==> src/sv/idi_pkg.sv <==
`timescale 1ns / 1ps
`default_nettype none
// ----------------------------------------------------------------------------
// idi_pkg
// Shared types and constants of the inverse-distance interpolator.
// ----------------------------------------------------------------------------
package idi_pkg;

	localparam int MAX_POINTS_DEF = 256;

	// accumulator and divider widths, sized for the largest point store (4096)
	localparam int NUM_W  = 77;   // signed sum of w*z
	localparam int DEN_W  = 61;   // sum of weights
	localparam int DVD_W  = 77;   // dividend shift register
	localparam int DVS_W  = 62;   // divisor
	localparam int QUO_W  = 49;   // quotient kept (weight fits here)
	localparam int CNT_W  = 7;    // divider step counter
	localparam int WGT_STEPS = 49; // 2^48 / d^4 needs 49 quotient bits

	localparam logic [11:0] RADIUS_RESET = 12'd4095;

	typedef enum logic [1:0] {
		REQ_CLEAR  = 2'd0,
		REQ_APPEND = 2'd1,
		REQ_QUERY  = 2'd2
	} req_t;

	typedef enum logic [4:0] {
		OP_NONE,
		OP_CLEAR,
		OP_APPEND,
		OP_QSTART,
		OP_READ,
		OP_DIFF,
		OP_SQ,
		OP_SUM,
		OP_SKIP,
		OP_WSQ,
		OP_WLOAD,
		OP_DSTEP,
		OP_MLO,
		OP_MHI,
		OP_ACC,
		OP_FMAG,
		OP_FLOAD,
		OP_OUT_HIT,
		OP_OUT_NONE,
		OP_OUT_VAL
	} dp_op_t;

	typedef struct packed {
		dp_op_t op;
	} idi_cmd_t;

	typedef struct packed {
		logic at_end;
		logic hit;
		logic in_range;
		logic div_done;
		logic no_contrib;
		logic out_free;
	} idi_stat_t;

endpackage
`default_nettype wire

==> src/sv/idi_ctrl.sv <==
`timescale 1ns / 1ps
`default_nettype none
// ----------------------------------------------------------------------------
// idi_ctrl
// Request sequencer: walks the point store and steps the shared divider.
// ----------------------------------------------------------------------------
module idi_ctrl (
	input  wire logic              clk,
	input  wire logic              arst_n,
	input  wire logic              s_tvalid,
	input  wire logic [1:0]        req_type,
	input  wire idi_pkg::idi_stat_t stat,
	output logic                   s_tready,
	output idi_pkg::idi_cmd_t      cmd
);
	import idi_pkg::*;

	typedef enum logic [4:0] {
		ST_IDLE, ST_RD, ST_DIFF, ST_SQ, ST_SUM, ST_CHK, ST_WSQ, ST_WLOAD, ST_WDIV,
		ST_MLO, ST_MHI, ST_ACC, ST_FIN, ST_FMAG, ST_FLOAD, ST_FDIV, ST_FOUT, ST_HIT
	} state_t;

	state_t state_q;
	state_t state_d;

	// next state and datapath command
	always_comb begin
		state_d = state_q;
		cmd.op  = OP_NONE;
		unique case (state_q)
			ST_IDLE: begin
				if (s_tvalid) begin
					unique case (req_type)
						REQ_CLEAR:  cmd.op = OP_CLEAR;
						REQ_APPEND: cmd.op = OP_APPEND;
						REQ_QUERY: begin
							cmd.op  = OP_QSTART;
							state_d = ST_RD;
						end
						default: cmd.op = OP_NONE;
					endcase
				end
			end
			ST_RD: begin
				if (stat.at_end) begin
					state_d = ST_FIN;
				end else begin
					cmd.op  = OP_READ;
					state_d = ST_DIFF;
				end
			end
			ST_DIFF: begin
				cmd.op  = OP_DIFF;
				state_d = ST_SQ;
			end
			ST_SQ: begin
				cmd.op  = OP_SQ;
				state_d = ST_SUM;
			end
			ST_SUM: begin
				cmd.op  = OP_SUM;
				state_d = ST_CHK;
			end
			ST_CHK: begin
				priority if (stat.hit) begin
					state_d = ST_HIT;
				end else if (!stat.in_range) begin
					cmd.op  = OP_SKIP;
					state_d = ST_RD;
				end else begin
					cmd.op  = OP_WSQ;
					state_d = ST_WLOAD;
				end
			end
			ST_WSQ: state_d = ST_WLOAD;
			ST_WLOAD: begin
				cmd.op  = OP_WLOAD;
				state_d = ST_WDIV;
			end
			ST_WDIV: begin
				if (stat.div_done) state_d = ST_MLO;
				else cmd.op = OP_DSTEP;
			end
			ST_MLO: begin
				cmd.op  = OP_MLO;
				state_d = ST_MHI;
			end
			ST_MHI: begin
				cmd.op  = OP_MHI;
				state_d = ST_ACC;
			end
			ST_ACC: begin
				cmd.op  = OP_ACC;
				state_d = ST_RD;
			end
			ST_FIN: begin
				if (!stat.no_contrib) begin
					state_d = ST_FMAG;
				end else if (stat.out_free) begin
					cmd.op  = OP_OUT_NONE;
					state_d = ST_IDLE;
				end
			end
			ST_FMAG: begin
				cmd.op  = OP_FMAG;
				state_d = ST_FLOAD;
			end
			ST_FLOAD: begin
				cmd.op  = OP_FLOAD;
				state_d = ST_FDIV;
			end
			ST_FDIV: begin
				if (stat.div_done) state_d = ST_FOUT;
				else cmd.op = OP_DSTEP;
			end
			ST_FOUT: begin
				if (stat.out_free) begin
					cmd.op  = OP_OUT_VAL;
					state_d = ST_IDLE;
				end
			end
			ST_HIT: begin
				if (stat.out_free) begin
					cmd.op  = OP_OUT_HIT;
					state_d = ST_IDLE;
				end
			end
			default: state_d = ST_IDLE;
		endcase
	end

	// hold state and the ready flag
	always_ff @(posedge clk or negedge arst_n) begin
		if (!arst_n) begin
			state_q  <= ST_IDLE;
			s_tready <= 1'b1;
		end else begin
			state_q  <= state_d;
			s_tready <= (state_d == ST_IDLE);
		end
	end

endmodule
`default_nettype wire

==> config.mk <==
export PLATFORM = sky130hd
export DESIGN_NAME = idi_ctrl
export DESIGN_NICKNAME = d
export VERILOG_FILES = /design/src/sv/idi_pkg.sv /design/src/sv/idi_ctrl.sv
export SDC_FILE = /design/constraint.sdc
export NUM_CORES = 1
export LEC_CHECK = 0
export BUFFER_PORTS_ARGS = -buffer_cell sky130_fd_sc_hd__buf_2
export CAP_MARGIN = 20
export CORE_MARGIN = 5
export CORE_UTILIZATION = 45
export CTS_CLUSTER_SIZE = 40
export DETAILED_ROUTE_END_ITERATION = 6
export PLACE_DENSITY = 0.68
export SYNTH_ARGS = -nofsm -noshare
export SYNTH_HDL_FRONTEND = slang
export SYNTH_SLANG_ARGS = --single-unit
==> constraint.sdc <==
create_clock -name clk -period 2.1 [get_ports clk]
set_input_delay 0.42 -clock clk [delete_from_list [all_inputs] [get_ports clk]]
set_output_delay 0.42 -clock clk [all_outputs]
set_load 0.005 [all_outputs]
=== After elaboration in Yosys (flattened, before gate mapping) ===
Cells that the tools add are included.

* Bits in registers: 6
* Latch bits: 0
* Bits in writable memories: 0
* Bits in read-only memories: 0
* Bits of input ports: 11
* Output and inout port bits: 6
* Word-level logic and storage cells: 47
* Memories kept: 0

* Add/subtract/negate cells: 0
* Multiply operators: 0
* Div/mod/pow operators: 0
* $lt $le $gt $ge: 0
* Eq/ne operators: 19
* Shift operators: 0
* Multiplexer cells: 21
* Bitwise logic cells: 0
* Reductions and logical operators: 5

{| class="wikitable"
|+ Operators by type and width
! cell !! count
|-
| 5-bit one-hot mux with 17 select lines || 1
|-
| 5-bit one-hot mux with 16 select lines || 1
|-
| 5-bit 2-to-1 mux || 11
|-
| 5-bit by 4-bit == test with 1-bit output, second input constant || 8
|-
| 5-bit by 3-bit == test with 1-bit output, second input constant || 4
|-
| 4-bit 2-to-1 mux || 3
|-
| 5-bit by 2-bit == test with 1-bit output, second input constant || 2
|-
| 5-bit == test, second input constant || 2
|-
| 5-bit logical NOT || 2
|-
| 3-bit 2-to-1 mux || 2
|-
| 2-bit one-hot mux with 3 select lines || 1
|-
| 5-bit by 1-bit == test with 1-bit output, second input constant || 1
|-
| 2-bit OR reduction || 2
|-
| 2-bit by 1-bit == test with 1-bit output, second input constant || 1
|-
| 2-bit == test, second input constant || 1
|-
| 2-bit logical NOT || 1
|-
| 2-bit 2-to-1 mux || 1
|-
| 1-bit 2-to-1 mux || 1
|}

=== Depth between registers and ports, before layout ===
* Depth after elaboration: 5
* Mapped depth: 7

=== Least setup slack after synthesis ===
No wires, ideal clock.

* Path kind: register -> output
* Start: register state_q[4]
* End: output port cmd[1] in the netlist's numbering
* Data arrival time: 1.464 ns
* Data required time: 1.680 ns
* Setup slack: 0.216 ns
* Cell stages (with the launch flop): 6
* Buffers on the path: 1
* Path through: dfrtp_1 buf_6 nand3b_2 or3b_1 a211o_1 o2111ai_1

{| class="wikitable"
|+ RTL lines
! element !! line !! text
|-
| start, declared || idi_ctrl.sv:23 || <nowiki>state_t state_q;</nowiki>
|-
| start signal, assigned || idi_ctrl.sv:138 || <nowiki>state_q <= state_d;</nowiki>
|-
| end, declared || idi_ctrl.sv:14 || <nowiki>output idi_pkg::idi_cmd_t cmd</nowiki>
|}

==> summary.md <==
| Metric | Value |
|---|---|
| Finished Layout Cells | 137 |
| Met2 GRT Util | 27.47% |
| Fillers | 147 |
| Drt pass-1 iters | 4 |
| Final setup margin | -0.05160 ns |
| Slowest stage delay, CP | 0.52 ns |
| Syn Nets | 107 |
| Slew @ Worst Pin | 0.3732 ns |
| Maximum vdd drop | 0.7873 mV |
| Post-detailed-route wirelength per cell | 15.29 µm |
| Final setup fails | 1 |
| Setup_tns | -0.05160 ns |
| Slew margin rel. | 75.01% |
| Met3 usage | 5.539% |
| CTS sink cnt | 6 |
| P&R area growth vs syn | 28.27% |
| GPL Wtd Cong | 0.9096 |
| Vias/cell | 5.891 |
| IO Port Bufs | 16 |
| Root buf cell | clkbuf_4 |
| Pwr dens | 1451 nW/µm² |
| Crit path capture type | primary output |
| Die Ht | 51.25 µm |
| Hold Path Class | in -> async |
| Startpoint Class | flip-flop |
| CTS Buf Count | 3 |
| Mux cell area share after synthesis | 1.307% |
| Largest delay contributor family on the critical path | simple AND/OR/NAND/NOR gates |
| Post-synthesis simple-gate area fraction | 41.34% |
| Multi-input logic area | 578.1 µm² |
| Clock skew | 0.01548 ns |
| Post-Synth Adder-Cell Area | 1.634% |
| Overflow after GRT | 0 |
| Row Count | 15 |
| I/O pins | 17 |
| Post-synthesis sequential area ratio | 19.77% |
| Reg2Reg Setup Slack | 0.20 ns |
| Crit-path slowest cell | or4b_4 |
| Final ANT Viol Nets | 0 |
| Worst reg2reg path startpoint | state_q[3] |
| Number of DRC markers in iteration 0 | 14 |
| CTS Buffer Depth | 2 |
| Storage cell area | 153.9 µm² |
| Critical path class | reg -> out |
| Routed WL | 2.095 mm |
| Leakage | 0.4460 nW |
| Post-layout minimum cycle time | 2.152 ns |
| Inst Count DP | 127 |
| First-pass GRT wire length | 3.387 mm |
| Core box area | 1670 µm² |
| Failing checks | setup timing |
| Initial antenna violation count | 0 |
| Fin nets | 133 |
| Gr usage total | 17.56% |
| WP data arrival | 1.73 ns |
| Vias in the first global route | 729 |
| Post-Synth XOR/XNOR Area | 0% |
| #FFs+latches synth | 6 |
| Largest family of logic cells by synthesized area | simple AND/OR/NAND/NOR gates |
| Initial core utilization | 45.84% |
| Clk Latency, worst-skew pair | 0.27 ns |
| Routed via count | 807 |
| Die area | 2627 µm² |
| Gate count of the mapped netlist | 95 |
| Status | complete, but fails checks |
| Crit-path cells | or4b_4 -> a211o_1 -> o2111ai_1 -> buf_2 |
| Reg2Reg Depth | 6 |
| # H-tree levels | 1 |
| RR Endpoint | s_tready |
| Core Util, Final | 58.80% |
| Clock slew at reported path FFs | 0.06 ns |
| Hold Fails Final Rpt | 0 |
| RSZ-0062 raised after global routing | true |
| Max-cap violations | 0 |
| # DRC | 0 |
| Ant. Diodes | 0 |
| Max Clk Rate | 0.4648 GHz |
| Layout cells sized above 1 | 41.67% |
| CTS tree | yes |
| Final Power | 0.001425 W |
| Warnings from Yosys | 0 |
| Crit-path max FO | 7 |
| Worst hold margin | 0.4955 ns |
| GRT busiest layer | met2 |
| Netlist cell types | 44 |
| Largest net degree at the start of global routing | 18 |
| Mapped cell area | 765.7 µm² |
| Slew Limit Fails | 0 |
| Fin crit share | 102.5% |
| Syn Area/Cell | 8.060 µm² |
| Grt met1 use | 22.26% |
| Die width | 51.25 µm |
| Compound-Gate Fraction of Synth Area | 25.49% |
| Hpwl dp | 1.557 mm |
| Worst path buffer plus inverter count | 1 |
| Critical path required time | 1.68 ns |
## sequential cells by signal, indices dropped and copies added, names as in the netlist
name,cells
state_q,5
s_tready,1
## metrics by stage
step	setup slack [ns]	cell area, µm²
2_1_floorplan	0.2159	765.7
3_3_place_gp	0.1841	862.1
3_5_place_dp	0.1548	862.1
4_1_cts	-0.09409	932.1
5_1_grt	-0.1317	982.2
6_report	-0.05160	982.2
## layout by cell type (no fill, tap or decap), types with 2 or more instances in the layout
| cell | n |
|---|---|
| a21boi_0 | 2 |
| o211ai_1 | 2 |
| or4b_4 | 2 |
| a211o_1 | 4 |
| nor2b_2 | 2 |
| dfrtp_2 | 2 |
| nor2_1 | 7 |
| clkbuf_4 | 3 |
| nand3b_1 | 2 |
| buf_2 | 16 |
| nor3_1 | 3 |
| o21ai_0 | 3 |
| nand2_1 | 4 |
| a21oi_1 | 6 |
| dfrtp_1 | 3 |
| nand3_1 | 2 |
| nand2b_1 | 5 |
| buf_4 | 13 |
| inv_1 | 4 |
| nor2b_1 | 3 |
| a31oi_1 | 3 |
## cells by family (layout without fill, tap and decap cells)
family	after synthesis	in the layout
adder cells (fa/ha/maj)	1	1
multiplexers	1	1
AND/OR/NAND/NOR	46	46
AO/OA/AOI/OAI	28	28
flip-flops	6	6
buffers and inverters	13	38
## layer usage
layer | wire length (µm) | vias up
met5 | 0 | -
met3 | 97 | 4
li1 | - | 404
met2 | 993 | 22
met1 | 958 | 377
met4 | 46 | 0
## layout make-up
class                           count  share of cell area (%)
Tap cell                           17                   2.166
Clock buffer                        4                   2.675
Multi-Input combinational cell     76                   58.85
Inverter                            4                   1.529
Sequential cell                     6                   15.67
Timing Repair Buffer               30                   19.11
## synth_stat cells
master	number	share of area, %
a2111oi_0	1	1.1
a211o_1	4	4.6
a211oi_1	1	0.98
a21boi_0	2	2.0
a21oi_1	7	4.6
a31oi_1	3	2.5
and2b_1	1	0.98
and4_4	1	1.5
and4b_1	1	1.3
buf_2	1	0.65
buf_4	3	2.9
buf_6	2	2.9
clkbuf_1	2	0.98
clkbuf_4	1	0.98
dfrtp_1	5	16
dfstp_2	1	3.4
ha_1	1	1.6
inv_1	4	2.0
mux2i_1	1	1.3
nand2_1	4	2.0
nand2b_1	5	4.1
nand3_1	2	1.3
nand3_2	1	1.3
nand3b_1	2	2.0
nand3b_2	1	1.5
nand4_1	1	0.82
nor2_1	8	3.9
nor2b_1	5	4.1
nor3_1	4	2.6
nor3_2	1	1.3
nor3b_1	1	0.98
nor4b_4	1	3.1
o2111ai_1	1	1.1
o211ai_1	2	2.0
o21ai_0	3	2.0
o22a_1	1	1.1
o32a_1	1	1.3
o32ai_1	2	2.3
or2_2	1	0.82
or3_1	1	0.82
or3b_1	1	1.1
or4_4	1	1.5
or4b_1	2	2.6
or4b_4	1	1.8
## worst max-delay path by stage
stage	start	to	slack [ns]	cells past startpoint
after global placement	state_q[2]	cmd[0]	0.18	6
final	state_q[1]	cmd[1]	-0.05	4
after floorplan	state_q[4]	cmd[1]	0.22	5
after CTS	state_q[2]	cmd[1]	-0.09	4
after global routing	state_q[4]	cmd[1]	-0.13	5
after detailed placement	state_q[2]	cmd[1]	0.15	4
## report_power, final
group | leakage [nW] | internal [W] | switching, W
Combinational | 0.359 | 0.000521 | 0.000510
Sequential | 0.0717 | 0.000174 | 0.0000906
Clock | 0.0150 | 0.0000729 | 0.0000566
Total | 0.446 | 0.000768 | 0.000657
## repair_timing
item	4_1_cts	5_1_grt
pin swaps	2	5
hold endpoints to repair	5	0
hold buffers	1	0
endpoints found under the setup margin	2	4
gates resized for setup	4	8
buffers inserted	3	3
Note: power is estimated with default switching activity, not from simulation.
